### config.mk
export PLATFORM = sky130hd
export DESIGN_NAME = track_hit_segment_merger
export DESIGN_NICKNAME = d
export VERILOG_FILES = /design/src/rtl/core/tsm_pkg.sv /design/src/rtl/core/track_hit_segment_merger.sv /design/src/rtl/core/tsm_div.sv /design/src/rtl/core/tsm_datapath.sv /design/src/rtl/core/tsm_ctrl.sv
export SDC_FILE = /design/constraint.sdc
export NUM_CORES = 2
export LEC_CHECK = 0
export BUFFER_PORTS_ARGS = -buffer_cell sky130_fd_sc_hd__buf_2
export CAP_MARGIN = 15
export CORE_MARGIN = 2
export CORE_UTILIZATION = 55
export DETAILED_ROUTE_END_ITERATION = 12
export MAX_ROUTING_LAYER = met4
export PLACE_DENSITY = 0.68
export SYNTH_ARGS = -nofsm -noshare
export SYNTH_HDL_FRONTEND = slang
export SYNTH_HIERARCHICAL = 1
export SYNTH_SLANG_ARGS = --single-unit
### constraint.sdc
create_clock -name clk -period 8.8 [get_ports clk]
set_clock_uncertainty 0.05 [all_clocks]
set_input_delay 0.44 -clock clk [delete_from_list [all_inputs] [get_ports clk]]
set_output_delay 0.44 -clock clk [all_outputs]
set_load 0.01 [all_outputs]
### src/rtl/core/tsm_pkg.sv
// Shared types and constants for the track hit segment merger.
`default_nettype none

package tsm_pkg;

  // Field and state widths
  localparam int unsigned IN_W  = 24;  // energy_loss and step_length
  localparam int unsigned POS_W = 40;  // track position and segmented distance
  localparam int unsigned ACC_W = 32;  // collected sums and result fields
  localparam int unsigned CNT8_W = 8;  // hit counter and group size
  localparam int unsigned MODE_W = 2;
  localparam int unsigned CFG_IDX_W = 2;
  localparam int unsigned CFG_DATA_W = 24;

  // Configuration register indexes
  localparam logic [CFG_IDX_W-1:0] REG_MERGE_MODE      = 2'd0;
  localparam logic [CFG_IDX_W-1:0] REG_SEGMENT_LENGTH  = 2'd1;
  localparam logic [CFG_IDX_W-1:0] REG_HITS_PER_GROUP  = 2'd2;
  localparam logic [CFG_IDX_W-1:0] REG_CATCH_REMAINING = 2'd3;

  // Reset values of the configuration registers
  localparam logic [IN_W-1:0]   SEG_LEN_RESET   = 24'd5000;
  localparam logic [CNT8_W-1:0] GROUP_RESET     = 8'd4;

  // Merge modes
  typedef enum logic [MODE_W-1:0] {
    MODE_FIXED_SEG = 2'd0,
    MODE_HIT_COUNT = 2'd1,
    MODE_MAX_DX    = 2'd2,
    MODE_MIN_DX    = 2'd3
  } merge_mode_t;

  // Kind of result loaded into the output register
  typedef enum logic [1:0] {
    EMIT_NONE     = 2'd0,
    EMIT_BOUNDARY = 2'd1,
    EMIT_GROUP    = 2'd2,
    EMIT_FLUSH    = 2'd3
  } emit_kind_t;

  // Controller states
  typedef enum logic [3:0] {
    S_IDLE,
    S_DECIDE,
    S_DIV,
    S_BOUND,
    S_BADV,
    S_GROUP,
    S_MIN,
    S_COLLECT,
    S_END
  } state_t;

  // Controller to datapath commands
  typedef struct packed {
    logic       load;        // take the input item, advance track position
    logic       collect;     // add the held hit into the collector
    logic       clear;       // empty the collector
    logic       div_start;   // start boundary count division
    logic       sd_add_len;  // segmented distance += collected length
    logic       sd_add_seg;  // segmented distance += segment length
    logic       sd_add_adv;  // segmented distance += crossings * segment length
    logic       end_clear;   // track end: clear position, distance, collector
    emit_kind_t emit;        // result to load into the output register
    logic       emit_last;   // result is the last one of this item
  } tsm_cmd_t;

  // Datapath to controller status
  typedef struct packed {
    merge_mode_t mode;
    logic        eot;
    logic        flush_wanted;
    logic        d_zero;      // track position not past segmented distance
    logic        cond_max;    // position >= threshold
    logic        cond_min;    // position > threshold
    logic        group_hit;   // hit counter reached group size
    logic        nonempty;
    logic        div_done;
    logic        cross_nz;    // at least one boundary crossed
    logic        rem_zero;    // no boundary results left
    logic        rem_one;     // one boundary result left
    logic        out_free;    // output register can take a result
  } tsm_status_t;

endpackage

`default_nettype wire

### src/rtl/core/track_hit_segment_merger.sv
// Top level: joins controller and datapath.
// One item in work at a time. Hit-count, max-dx and min-dx items pass S_DECIDE, a mode state
// and S_END; fixed mode goes from S_DECIDE to S_END while the track is not past the
// handed-out distance. Otherwise a 40-step serial divider counts the crossings, and S_BOUND
// then gives one boundary result per cycle while m_tready does not stall the output.
// Stalls on m_tready lengthen an item. Sync active-high reset: idle, output empty, state clear.
`default_nettype none

module track_hit_segment_merger
  import tsm_pkg::*;
#(
  parameter int unsigned MAX_RESULTS_PER_HIT = 64
)
(
  input  wire logic                  clk,
  input  wire logic                  rst,
  // configuration
  input  wire logic                  cfg_we,
  input  wire logic [CFG_IDX_W-1:0]  cfg_index,
  input  wire logic [CFG_DATA_W-1:0] cfg_data,
  // hit input
  input  wire logic                  s_tvalid,
  output logic                       s_tready,
  input  wire logic [2*IN_W-1:0]     s_tdata,   // energy_loss, step_length
  input  wire logic                  s_tlast,   // end_of_track
  // merged result output
  output logic                       m_tvalid,
  input  wire logic                  m_tready,
  output logic [2*ACC_W-1:0]         m_tdata,   // merged_energy, merged_length
  output logic                       m_tlast,   // last_of_run
  output logic [1:0]                 m_tuser    // flush_result, truncated
);

  tsm_cmd_t    cmd;
  tsm_status_t status;

  tsm_ctrl u_ctrl (
    .clk      (clk),
    .rst      (rst),
    .s_tvalid (s_tvalid),
    .s_tready (s_tready),
    .status   (status),
    .cmd      (cmd)
  );

  tsm_datapath #(
    .MAX_RESULTS_PER_HIT (MAX_RESULTS_PER_HIT)
  ) u_dp (
    .clk       (clk),
    .rst       (rst),
    .cfg_we    (cfg_we),
    .cfg_index (cfg_index),
    .cfg_data  (cfg_data),
    .s_tdata   (s_tdata),
    .s_tlast   (s_tlast),
    .m_tvalid  (m_tvalid),
    .m_tready  (m_tready),
    .m_tdata   (m_tdata),
    .m_tlast   (m_tlast),
    .m_tuser   (m_tuser),
    .cmd       (cmd),
    .status    (status)
  );

endmodule

`default_nettype wire

### src/rtl/core/tsm_div.sv
// Restoring divider, one quotient bit per cycle, for the boundary count.
`default_nettype none

module tsm_div
  import tsm_pkg::*;
(
  input  wire logic             clk,
  input  wire logic             rst,
  input  wire logic             start,
  input  wire logic [POS_W-1:0] dividend,
  input  wire logic [IN_W-1:0]  divisor,
  output logic                  done,
  output logic [POS_W-1:0]      quotient,
  output logic [IN_W-1:0]       remainder
);

  localparam int unsigned STEP_W = $clog2(POS_W);

  logic              busy;
  logic [STEP_W-1:0] step;
  logic [IN_W-1:0]   dvs;
  logic [IN_W:0]     shifted;
  logic              fits;

  // Partial remainder with the next dividend bit shifted in
  assign shifted = {remainder, quotient[POS_W-1]};
  assign fits    = shifted >= {1'b0, dvs};

  // Control: busy flag, step count, one-cycle done pulse
  always_ff @(posedge clk) begin
    if (rst) begin
      busy <= 1'b0;
      step <= '0;
      done <= 1'b0;
    end else if (start) begin
      busy <= 1'b1;
      step <= '0;
      done <= 1'b0;
    end else if (busy) begin
      step <= step + 1'b1;
      if (step == STEP_W'(POS_W - 1)) begin
        busy <= 1'b0;
        done <= 1'b1;
      end
    end else begin
      done <= 1'b0;
    end
  end

  // Datapath: quotient shifts in from the bottom as the dividend leaves the top
  always_ff @(posedge clk) begin
    if (start) begin
      quotient  <= dividend;
      remainder <= '0;
      dvs       <= divisor;
    end else if (busy) begin
      if (fits) begin
        remainder <= IN_W'(shifted - {1'b0, dvs});
      end else begin
        remainder <= shifted[IN_W-1:0];
      end
      quotient <= {quotient[POS_W-2:0], fits};
    end
  end

endmodule

`default_nettype wire

### src/rtl/core/tsm_datapath.sv
// Datapath: configuration, track state, collector, boundary counting, output register.
`default_nettype none

module tsm_datapath
  import tsm_pkg::*;
#(
  parameter int unsigned MAX_RESULTS_PER_HIT = 64
)
(
  input  wire logic                  clk,
  input  wire logic                  rst,
  // configuration writes
  input  wire logic                  cfg_we,
  input  wire logic [CFG_IDX_W-1:0]  cfg_index,
  input  wire logic [CFG_DATA_W-1:0] cfg_data,
  // input payload
  input  wire logic [2*IN_W-1:0]     s_tdata,
  input  wire logic                  s_tlast,
  // output channel
  output logic                       m_tvalid,
  input  wire logic                  m_tready,
  output logic [2*ACC_W-1:0]         m_tdata,
  output logic                       m_tlast,
  output logic [1:0]                 m_tuser,
  // controller link
  input  wire tsm_cmd_t              cmd,
  output tsm_status_t                status
);

  localparam int unsigned CNT_W = $clog2(MAX_RESULTS_PER_HIT + 1);

  // Configuration registers
  merge_mode_t       mode;
  logic [IN_W-1:0]   seg_len;
  logic [CNT8_W-1:0] group_size;
  logic              catch_rem;

  // Held item
  logic [IN_W-1:0] hit_e;
  logic [IN_W-1:0] hit_dx;
  logic            hit_eot;

  // Track and collector state
  logic [POS_W-1:0]  track_position;
  logic [POS_W-1:0]  segmented_distance;
  logic [ACC_W-1:0]  energy_accumulator;
  logic [ACC_W-1:0]  length_accumulator;
  logic [CNT8_W-1:0] hit_counter;
  logic              collector_nonempty;

  // Boundary counting
  logic [POS_W-1:0] dist_m1;
  logic [POS_W-1:0] advance;
  logic [CNT_W-1:0] remaining;
  logic             dropped;
  logic             first;
  logic             cross_nz;
  logic             div_done;
  logic [POS_W-1:0] div_q;
  logic [IN_W-1:0]  div_r;
  logic [CNT_W-1:0] cap;

  // Derived values
  logic [IN_W-1:0]   seg_eff;
  logic [CNT8_W-1:0] group_eff;
  logic              flush_wanted;
  logic [POS_W:0]    tp_sum;
  logic [POS_W:0]    threshold;
  logic [POS_W:0]    sd_len_sum;
  logic [POS_W:0]    sd_seg_sum;
  logic [POS_W:0]    sd_adv_sum;
  logic [ACC_W:0]    e_sum;
  logic [ACC_W:0]    l_sum;
  logic              out_free;
  logic [ACC_W-1:0]  out_e;
  logic [ACC_W-1:0]  out_l;

  assign seg_eff      = (seg_len == '0) ? IN_W'(1) : seg_len;
  assign group_eff    = (group_size == '0) ? CNT8_W'(1) : group_size;
  assign flush_wanted = hit_eot & catch_rem;
  assign tp_sum       = {1'b0, track_position} + (POS_W+1)'(s_tdata[2*IN_W-1:IN_W]);
  assign threshold    = {1'b0, segmented_distance} + (POS_W+1)'(seg_eff);
  assign sd_len_sum   = {1'b0, segmented_distance} + (POS_W+1)'(length_accumulator);
  assign sd_seg_sum   = {1'b0, segmented_distance} + (POS_W+1)'(seg_eff);
  assign sd_adv_sum   = {1'b0, segmented_distance} + {1'b0, advance};
  assign e_sum        = {1'b0, energy_accumulator} + (ACC_W+1)'(hit_e);
  assign l_sum        = {1'b0, length_accumulator} + (ACC_W+1)'(hit_dx);
  assign cap          = CNT_W'(MAX_RESULTS_PER_HIT) - CNT_W'(flush_wanted);
  assign out_free     = ~m_tvalid | m_tready;

  // Configuration writes
  always_ff @(posedge clk) begin
    if (rst) begin
      mode       <= MODE_FIXED_SEG;
      seg_len    <= SEG_LEN_RESET;
      group_size <= GROUP_RESET;
      catch_rem  <= 1'b1;
    end else if (cfg_we) begin
      unique case (cfg_index)
        REG_MERGE_MODE:      mode       <= merge_mode_t'(cfg_data[MODE_W-1:0]);
        REG_SEGMENT_LENGTH:  seg_len    <= cfg_data[IN_W-1:0];
        REG_HITS_PER_GROUP:  group_size <= cfg_data[CNT8_W-1:0];
        REG_CATCH_REMAINING: catch_rem  <= cfg_data[0];
        default:             mode       <= mode;
      endcase
    end
  end

  // Held item
  always_ff @(posedge clk) begin
    if (cmd.load) begin
      hit_e   <= s_tdata[IN_W-1:0];
      hit_dx  <= s_tdata[2*IN_W-1:IN_W];
      hit_eot <= s_tlast;
    end
  end

  // Track position: saturating sum of step lengths
  always_ff @(posedge clk) begin
    if (rst || cmd.end_clear) begin
      track_position <= '0;
    end else if (cmd.load) begin
      track_position <= tp_sum[POS_W] ? '1 : tp_sum[POS_W-1:0];
    end
  end

  // Segmented distance
  always_ff @(posedge clk) begin
    if (rst || cmd.end_clear) begin
      segmented_distance <= '0;
    end else if (cmd.sd_add_len) begin
      segmented_distance <= sd_len_sum[POS_W] ? '1 : sd_len_sum[POS_W-1:0];
    end else if (cmd.sd_add_seg) begin
      segmented_distance <= sd_seg_sum[POS_W] ? '1 : sd_seg_sum[POS_W-1:0];
    end else if (cmd.sd_add_adv) begin
      segmented_distance <= sd_adv_sum[POS_W] ? '1 : sd_adv_sum[POS_W-1:0];
    end
  end

  // Collector
  always_ff @(posedge clk) begin
    if (rst || cmd.end_clear || cmd.clear) begin
      energy_accumulator <= '0;
      length_accumulator <= '0;
      hit_counter        <= '0;
      collector_nonempty <= 1'b0;
    end else if (cmd.collect) begin
      energy_accumulator <= e_sum[ACC_W] ? '1 : e_sum[ACC_W-1:0];
      length_accumulator <= l_sum[ACC_W] ? '1 : l_sum[ACC_W-1:0];
      if (hit_counter != '1) begin
        hit_counter <= hit_counter + 1'b1;
      end
      collector_nonempty <= 1'b1;
    end
  end

  // Boundary count: divide (distance - 1) by the segment length
  tsm_div u_div (
    .clk       (clk),
    .rst       (rst),
    .start     (cmd.div_start),
    .dividend  (dist_m1),
    .divisor   (seg_eff),
    .done      (div_done),
    .quotient  (div_q),
    .remainder (div_r)
  );

  // track_position - segmented_distance - 1, used only when the position is ahead
  assign dist_m1 = track_position + ~segmented_distance;

  // Distance covered by the crossed segments: (d - 1) - remainder
  always_ff @(posedge clk) begin
    if (cmd.div_start) begin
      // hold the dividend for the advance
      advance <= dist_m1;
    end else if (div_done) begin
      advance <= advance - POS_W'(div_r);
    end
  end

  // Boundary result bookkeeping
  always_ff @(posedge clk) begin
    if (rst || cmd.load) begin
      remaining <= '0;
      dropped   <= 1'b0;
      first     <= 1'b1;
      cross_nz  <= 1'b0;
    end else if (div_done) begin
      remaining <= (div_q > POS_W'(cap)) ? cap : div_q[CNT_W-1:0];
      dropped   <= div_q > POS_W'(cap);
      cross_nz  <= div_q != '0;
    end else if (cmd.emit == EMIT_BOUNDARY) begin
      remaining <= remaining - 1'b1;
      first     <= 1'b0;
    end
  end

  // Result fields by kind
  always_comb begin
    unique case (cmd.emit)
      EMIT_BOUNDARY: begin
        out_e = first ? energy_accumulator : '0;
        out_l = ACC_W'(seg_eff);
      end
      EMIT_FLUSH: begin
        out_e = energy_accumulator;
        out_l = (mode == MODE_FIXED_SEG) ? ACC_W'(seg_eff) : length_accumulator;
      end
      EMIT_GROUP: begin
        out_e = energy_accumulator;
        out_l = length_accumulator;
      end
      default: begin
        out_e = energy_accumulator;
        out_l = length_accumulator;
      end
    endcase
  end

  // Output register
  always_ff @(posedge clk) begin
    if (rst) begin
      m_tvalid <= 1'b0;
    end else if (cmd.emit != EMIT_NONE) begin
      m_tvalid <= 1'b1;
    end else if (m_tready) begin
      m_tvalid <= 1'b0;
    end
  end

  always_ff @(posedge clk) begin
    if (cmd.emit != EMIT_NONE) begin
      m_tdata <= {out_l, out_e};
      m_tlast <= cmd.emit_last;
      m_tuser <= {cmd.emit_last & dropped, cmd.emit == EMIT_FLUSH};
    end
  end

  // Status to the controller
  always_comb begin
    status.mode         = mode;
    status.eot          = hit_eot;
    status.flush_wanted = flush_wanted;
    status.d_zero       = track_position <= segmented_distance;
    status.cond_max     = {1'b0, track_position} >= threshold;
    status.cond_min     = {1'b0, track_position} > threshold;
    status.group_hit    = hit_counter >= group_eff;
    status.nonempty     = collector_nonempty;
    status.div_done     = div_done;
    status.cross_nz     = cross_nz;
    status.rem_zero     = remaining == '0;
    status.rem_one      = remaining == CNT_W'(1);
    status.out_free     = out_free;
  end

endmodule

`default_nettype wire

### src/rtl/core/tsm_ctrl.sv
// Controller: sequences one item through the merge steps of the selected mode.
`default_nettype none

module tsm_ctrl
  import tsm_pkg::*;
(
  input  wire logic        clk,
  input  wire logic        rst,
  input  wire logic        s_tvalid,
  output logic             s_tready,
  input  wire tsm_status_t status,
  output tsm_cmd_t         cmd
);

  state_t state;
  state_t state_next;

  always_ff @(posedge clk) begin
    if (rst) begin
      state <= S_IDLE;
    end else begin
      state <= state_next;
    end
  end

  // Next state
  always_comb begin
    state_next = state;
    unique case (state)
      S_IDLE: begin
        if (s_tvalid) state_next = S_DECIDE;
      end
      S_DECIDE: begin
        unique case (status.mode)
          MODE_FIXED_SEG: state_next = status.d_zero ? S_END : S_DIV;
          MODE_HIT_COUNT: state_next = S_GROUP;
          MODE_MAX_DX: begin
            if (!(status.cond_max && status.nonempty) || status.out_free) begin
              state_next = S_COLLECT;
            end
          end
          MODE_MIN_DX:    state_next = S_MIN;
          default:        state_next = S_END;
        endcase
      end
      S_DIV: begin
        if (status.div_done) state_next = S_BOUND;
      end
      S_BOUND: begin
        if (status.rem_zero || (status.rem_one && status.out_free)) begin
          state_next = S_BADV;
        end
      end
      S_BADV:    state_next = S_COLLECT;
      S_COLLECT: state_next = S_END;
      S_GROUP: begin
        if (!status.group_hit || status.out_free) state_next = S_END;
      end
      S_MIN: begin
        if (!status.cond_min || status.out_free) state_next = S_END;
      end
      S_END: begin
        if (!(status.eot && status.flush_wanted && status.nonempty) || status.out_free) begin
          state_next = S_IDLE;
        end
      end
      default: state_next = S_IDLE;
    endcase
  end

  // Outputs
  always_comb begin
    cmd      = '0;
    cmd.emit = EMIT_NONE;
    s_tready = 1'b0;
    unique case (state)
      S_IDLE: begin
        s_tready = 1'b1;
        cmd.load = s_tvalid;
      end
      S_DECIDE: begin
        unique case (status.mode)
          MODE_FIXED_SEG: begin
            cmd.collect   = status.d_zero;
            cmd.div_start = !status.d_zero;
          end
          MODE_HIT_COUNT: cmd.collect = 1'b1;
          MODE_MAX_DX: begin
            // threshold reached: emit the collected hits, or pass an empty segment
            if (status.cond_max && status.nonempty) begin
              if (status.out_free) begin
                cmd.emit       = EMIT_GROUP;
                cmd.emit_last  = !status.flush_wanted;
                cmd.sd_add_len = 1'b1;
                cmd.clear      = 1'b1;
              end
            end else if (status.cond_max) begin
              cmd.sd_add_seg = 1'b1;
            end
          end
          MODE_MIN_DX:    cmd.collect = 1'b1;
          default:        cmd.collect = 1'b0;
        endcase
      end
      S_DIV: begin
        cmd.collect = 1'b0;
      end
      S_BOUND: begin
        if (!status.rem_zero && status.out_free) begin
          cmd.emit      = EMIT_BOUNDARY;
          cmd.emit_last = status.rem_one && !status.flush_wanted;
        end
      end
      S_BADV: begin
        cmd.sd_add_adv = status.cross_nz;
        cmd.clear      = status.cross_nz;
      end
      S_COLLECT: begin
        cmd.collect = 1'b1;
      end
      S_GROUP: begin
        if (status.group_hit && status.out_free) begin
          cmd.emit      = EMIT_GROUP;
          cmd.emit_last = 1'b1;
          cmd.clear     = 1'b1;
        end
      end
      S_MIN: begin
        if (status.cond_min && status.out_free) begin
          cmd.emit       = EMIT_GROUP;
          cmd.emit_last  = 1'b1;
          cmd.sd_add_len = 1'b1;
          cmd.clear      = 1'b1;
        end
      end
      S_END: begin
        if (status.eot) begin
          if (status.flush_wanted && status.nonempty) begin
            if (status.out_free) begin
              cmd.emit      = EMIT_FLUSH;
              cmd.emit_last = 1'b1;
              cmd.end_clear = 1'b1;
            end
          end else begin
            cmd.end_clear = 1'b1;
          end
        end
      end
      default: begin
        s_tready = 1'b0;
      end
    endcase
  end

endmodule

`default_nettype wire

---- Word level (Yosys, flattened, before mapping) ----
Cells that the tools add are included.
word-level totals
  flip-flop bits (word level) ............. 455
  word-level logic and storage cells ...... 196
operators by class
  add/sub/neg operators ................... 13
  magnitude comparators ................... 6
  eq/ne operators ......................... 26
  multiplexer cells ....................... 68
  bitwise operators ....................... 7
  reductions and logical operators ........ 47
operator list
  cell                                                        count
  40-bit two-way mux                                          11
  32-bit two-way mux                                          5
  40-bit by 24-bit adder with 41-bit output                   2
  32-bit by 24-bit adder with 33-bit output                   2
  32-bit one-hot mux with 2 select lines                      1
  24-bit two-way mux                                          2
  40-bit by 32-bit adder with 41-bit output                   1
  40-bit by 40-bit adder with 41-bit output                   1
  40-bit by 41-bit >= comparator with 1-bit output            1
  40-bit by 41-bit greater-than comparator with 1-bit output  1
  40-bit adder                                                1
  40-bit by 7-bit greater-than comparator with 1-bit output   1
  40-bit <= comparator                                        1
  4-bit two-way mux                                           10
  40-bit inverter                                             1
  40-bit nonzero test                                         1
  40-bit by 24-bit subtractor with 40-bit output              1
  4-bit one-hot mux with 9 select lines                       1
  25-bit by 24-bit >= comparator with 1-bit output            1
  24-bit logical NOT                                          1
  24-bit subtractor                                           1
  7-bit two-way mux                                           3
  1-bit two-way mux                                           20
  3-bit two-way mux                                           6
  39 further kinds                                            91

---- Longest topological paths before layout ----
  depth after elaboration ................. 11
  mapped depth ............................ 38

---- Hierarchy ----
The synthesis kept the hierarchy.
modules (own cells, without submodules)
  module        times used  cells an instance  area an instance (um^2)  seq. area each (um^2)
  tsm_datapath  1           3251               27727.8                  8668.3
  tsm_div       1           487                5311.3                   2562.5
  tsm_ctrl      1           84                 601.8                    80.1

---- Least setup slack after synthesis ----
Ideal clock, no wire load.
  kind .................................... register to register
  from .................................... reg u_dp.seg_len[5]
  to ...................................... reg u_dp.m_tdata[0], enable pin
  setup time .............................. 0.421 ns
  arrival time ............................ 6.840 ns
  required time ........................... 8.329 ns
  setup slack ............................. 1.489 ns
  stages on the path, launching flop included .. 28
  buffers on the path ..................... 2
  clock period less this slack ............ 7.311 ns
  cells stage by stage .................... dfxtp_1 > clkbuf_1 > nor4_1 > nand2_1 > o21bai_1 > ha_1 > inv_1 > fa_1 > and3b_1 > a311o_2 > a221oi_4 > nor4_4 > o2111ai_2 > a31o_1 > buf_6 > a211oi_1 > xnor2_1 > ha_1 > nand4_1 > nor4_1 > nand3b_1 > or4_1 > a21oi_1 > nand3_1 > or2_1 > a21oi_1 > nor2_1 > inv_1
RTL lines
  item                    RTL line             RTL
  start, declared         tsm_datapath.sv:34   logic [IN_W-1:0] seg_len;
  start signal, assigned  tsm_datapath.sv:101  REG_SEGMENT_LENGTH: seg_len <= cfg_data[IN_W-1:0];
  end signal, assigned    tsm_datapath.sv:234  m_tdata <= {out_l, out_e};
  end, declared           tsm_datapath.sv:22   output logic [2*ACC_W-1:0] m_tdata,

==> metrics <==
Routed Antenna Nets 0; total leakage power 0.01545 µW; All-Layer GR Usage 0.3389; number of synthesized register bits 455; Core Region 60360 µm²; share of Yosys cell area claimed by the top area cell type 0.1964; Min Clock Period, post-route 8164 ps; effective utilization at floorplan 0.5574; footprint of the multi-input gates 21000 µm²; endpoint of the lowest-slack register-to-register path u_dp/segmented_distance[15]; via count roughly 30k; drt wl/cell 22.30 µm; count of distinct cell types in the synthesized netlist 101; global-route congestion overflow total 0; worst slew pin tran 1115 ps; number of H-tree levels 2; die extent in x 251.3 µm; Max Buffers Root-to-Sink 3; clock-pin slew reported for the worst setup and hold paths after clock tree synthesis 60 ps; synthesized netlist cell count 3822; estimated wirelength of the detail-placed design 81710 µm; number of core rows 90; buffer cell driving the clock tree root sky130_fd_sc_hd__clkbuf_16; Filler Cell Count 5266; share of synthesized area occupied by flip-flops and latches 0.3362; drt initial violations 2648; post-placement cell area between 30000 and 40000 µm²; TritonCTS clock tree done; Post-CTS Hold Fix Bufs 49; Worst Hold Class input pin to flip-flop; fmax 0.1225 GHz; Synth Net Count 4228; number of warnings issued by yosys 6; max-cap violation count 0; flop2flop setup slack 640 ps; worst IR drop on VDD 0.2573 mV; type of element capturing the critical path flip-flop; largest fanout of any net on the critical path 20; number of global-route vias before repair 27.56k; cell count after placement 4621; launch point of the critical path u_dp/seg_len[2]; total area of sequential cells between 10000 and 15000 µm²; share of post-route cells with drive strength above 1 0.1054; unrepaired setup endpoints after global routing no; maximum number of pins on one net before global-route repair 92; routability congestion estimate from global placement roughly 1.0; hold_ws about 34 ps; remaining routing DRC violations 0; final std cell area, no fill between 30000 and 40000 µm²; Post-Route WL 106300 µm; Setup Viol. Count Final 0; Final Hold Violating Endpoints 0; depth of the worst register-to-register path 31; Vias/cell 6.312; number of antenna violations at the first check in global routing 4; Final Max Slew Viols 0; cell type contributing the most total cell area after synthesis sky130_fd_sc_hd__edfxtp_1; wire length of the first global-routing pass 162400 µm; number of sinks driven by the clock tree 455; IO buf count 148; final critical-path share of the clock period 0.9278; maximum cell stage delay along the critical path 580 ps; startpoint of the worst register-to-register path u_dp/seg_len[2]; netlist area before placement 33640 µm²; Pwr Density 374.8 nW/µm²; floorplan die height approximately 250 µm; count of nets after finishing 4348; average instance area after synthesis 8.802 µm²; critical path endpoint u_dp/segmented_distance[15]; result of the run finished clean; cells taking the most area after synthesis sky130_fd_sc_hd__edfxtp_1, sky130_fd_sc_hd__dfxtp_1, sky130_fd_sc_hd__ha_1; most repeated library cell on the critical path sky130_fd_sc_hd__buf_4; worst hold stages 3; number of buffers created by CTS 52; Area Overhead vs Synth 10.98%; Setup Buffers After CTS 0; number of synthesized flops with an enable pin 220; slowest cell on the critical path sky130_fd_sc_hd__or4_1; worst-case headroom to the max-slew limit 0.2488; clock latency reported for the late side of the worst-skew pair 640 ps; kind of critical path flip-flop to flip-flop; Pre-antenna DRT Iters 5; fraction of registers with async set/reset 0; critical path required time 9280 ps; number of standard cells in the layout, taps in and fillers out 4769; ys flop type sky130_fd_sc_hd__dfxtp_1; Resized Gates After CTS 0; top-level port count 149; total negative slack for setup checks 0 ps; Die Area 63160 µm²; Worst Path Arrival 8650 ps; critical path startpoint category flip-flop
-- metrics by stage --
stage	setup WS, ps	util	total power (µW)
floorplan	1489	-	9470
global placement	1180	0.5799	11400
detailed placement	1072	0.5799	11470
CTS	989.5	0.6184	13890
global route	290.6	0.6186	14940
finish	635.7	0.6186	13990
-- registers in the layout (all words and copies together), names as in the netlist, 2 cells and up --
register	cells
u_dp/hit_counter	8
u_dp/energy_accumulator	32
u_ctrl/state	4
u_dp/m_tdata	64
u_dp/length_accumulator	32
u_dp/mode	2
u_dp/remaining	7
u_dp/u_div/step	6
u_dp/u_div/remainder	24
u_dp/u_div/dvs	24
u_dp/hit_dx	24
u_dp/seg_len	24
u_dp/m_tuser	2
u_dp/group_size	8
u_dp/track_position	40
u_dp/advance	40
u_dp/u_div/quotient	40
u_dp/hit_e	24
u_dp/segmented_distance	40
-- critical path: cells and delay by family (launching register included) --
family / cells / cell delay, ps
and+or+nand+nor: 12 / 3260
AOI/OAI and AO/OA: 11 / 2430
adders and majority gates: 3 / 960
buffers and inverters: 4 / 820
DFF: 1 / 420
xor gates and xnor gates: 1 / 110
-- report_power, final --
part	total, µW	switching, µW	internal, µW
sequential	3920	760	3160
clock	2340	950	1390
combinational	7730	4590	3140
total	14000	6300	7690
-- cells in the final DEF (no fill, tap or decap), types with 14 or more instances in the layout --
cell / instances
sky130_fd_sc_hd__nand3b_1: 14
sky130_fd_sc_hd__nand2b_1: 45
sky130_fd_sc_hd__nor2b_1: 66
sky130_fd_sc_hd__edfxtp_1: 220
sky130_fd_sc_hd__o21bai_1: 38
sky130_fd_sc_hd__buf_4: 27
sky130_fd_sc_hd__ha_1: 317
sky130_fd_sc_hd__and2_1: 38
sky130_fd_sc_hd__o211ai_1: 33
sky130_fd_sc_hd__buf_2: 148
sky130_fd_sc_hd__xor2_1: 103
sky130_fd_sc_hd__o31ai_1: 21
sky130_fd_sc_hd__a21oi_1: 376
sky130_fd_sc_hd__nand4_1: 48
sky130_fd_sc_hd__mux2i_1: 18
sky130_fd_sc_hd__or3_1: 26
sky130_fd_sc_hd__clkbuf_16: 54
sky130_fd_sc_hd__dfxtp_1: 235
sky130_fd_sc_hd__or2_2: 21
sky130_fd_sc_hd__a31oi_1: 58
sky130_fd_sc_hd__dlygate4sd3_1: 49
sky130_fd_sc_hd__o21ai_0: 290
sky130_fd_sc_hd__a221o_1: 15
sky130_fd_sc_hd__mux2_2: 73
sky130_fd_sc_hd__a21o_1: 130
sky130_fd_sc_hd__inv_1: 171
sky130_fd_sc_hd__nor3_1: 62
sky130_fd_sc_hd__a211oi_1: 56
sky130_fd_sc_hd__xnor2_1: 159
sky130_fd_sc_hd__nor2_1: 230
sky130_fd_sc_hd__o21a_1: 63
sky130_fd_sc_hd__nand3_1: 86
sky130_fd_sc_hd__o31a_1: 16
sky130_fd_sc_hd__and3_1: 47
sky130_fd_sc_hd__nand2_1: 316
sky130_fd_sc_hd__nor4_1: 30
-- worst min path at each step --
stage	startpoint	endpoint	slack, ps
2_1_floorplan	u_dp/group_size[1]	u_dp/group_size[1]	390
3_3_place_gp	u_dp/group_size[1]	u_dp/group_size[1]	400
3_5_place_dp	u_dp/group_size[1]	u_dp/group_size[1]	400
4_1_cts	cfg_data[2]	u_dp/group_size[2]	9
5_1_grt	cfg_data[7]	u_dp/group_size[7]	30
6_report	cfg_data[2]	u_dp/group_size[2]	30
-- cell type report --
cell class / count / area share
Clock buffer: 66 / 0.03820
Timing Repair Buffer: 230 / 0.04162
Sequential cell: 455 / 0.3029
Antenna cell: 3 / 0.0002011
Clock inverter: 30 / 0.01103
Inverter: 173 / 0.01739
Tap cell: 782 / 0.02621
Multi-Input combinational cell: 3030 / 0.5624
-- cells in the mapped netlist, drive strengths merged, types with 18 or more instances --
| cell type | n |
|---|---|
| o31ai | 22 |
| nand2 | 316 |
| o21a | 63 |
| nor4 | 31 |
| ha | 317 |
| a21oi | 377 |
| buf | 34 |
| clkbuf | 130 |
| mux2 | 73 |
| inv | 173 |
| or3 | 26 |
| edfxtp | 220 |
| o21bai | 38 |
| xor2 | 103 |
| and2 | 40 |
| a31oi | 59 |
| a211oi | 56 |
| nor3 | 63 |
| and3 | 47 |
| xnor2 | 159 |
| nand2b | 45 |
| nand3 | 86 |
| or2 | 23 |
| nand4 | 48 |
| a21o | 131 |
| o211ai | 33 |
| mux2i | 18 |
| dfxtp | 235 |
| o21ai | 294 |
| nor2 | 234 |
| nor2b | 66 |
-- layer usage --
metal | vias to the layer above | share of wire | track usage
met5 | - | 0 | -
met4 | 0 | 0.056 | 0.1658
met3 | 273 | 0.056 | 0.03034
met2 | 1070 | 0.46 | 0.5372
met1 | 14330 | 0.43 | 0.4372
li1 | 14430 | - | -
-- kinds of logic (layout without fill, tap and decap cells) --
family | Yosys count | count (layout) | share of synthesized area
DFF | 455 | 455 | 0.3362
muxes | 91 | 91 | 0.02979
other | 0 | 3 | 0
adders and majority gates | 329 | 329 | 0.1241
buffers and inverters | 337 | 499 | 0.04080
AOI/OAI and AO/OA | 1264 | 1264 | 0.2416
xor gates and xnor gates | 262 | 262 | 0.06821
and+or+nand+nor | 1084 | 1084 | 0.1592
Power figures use the tool's default switching activity.
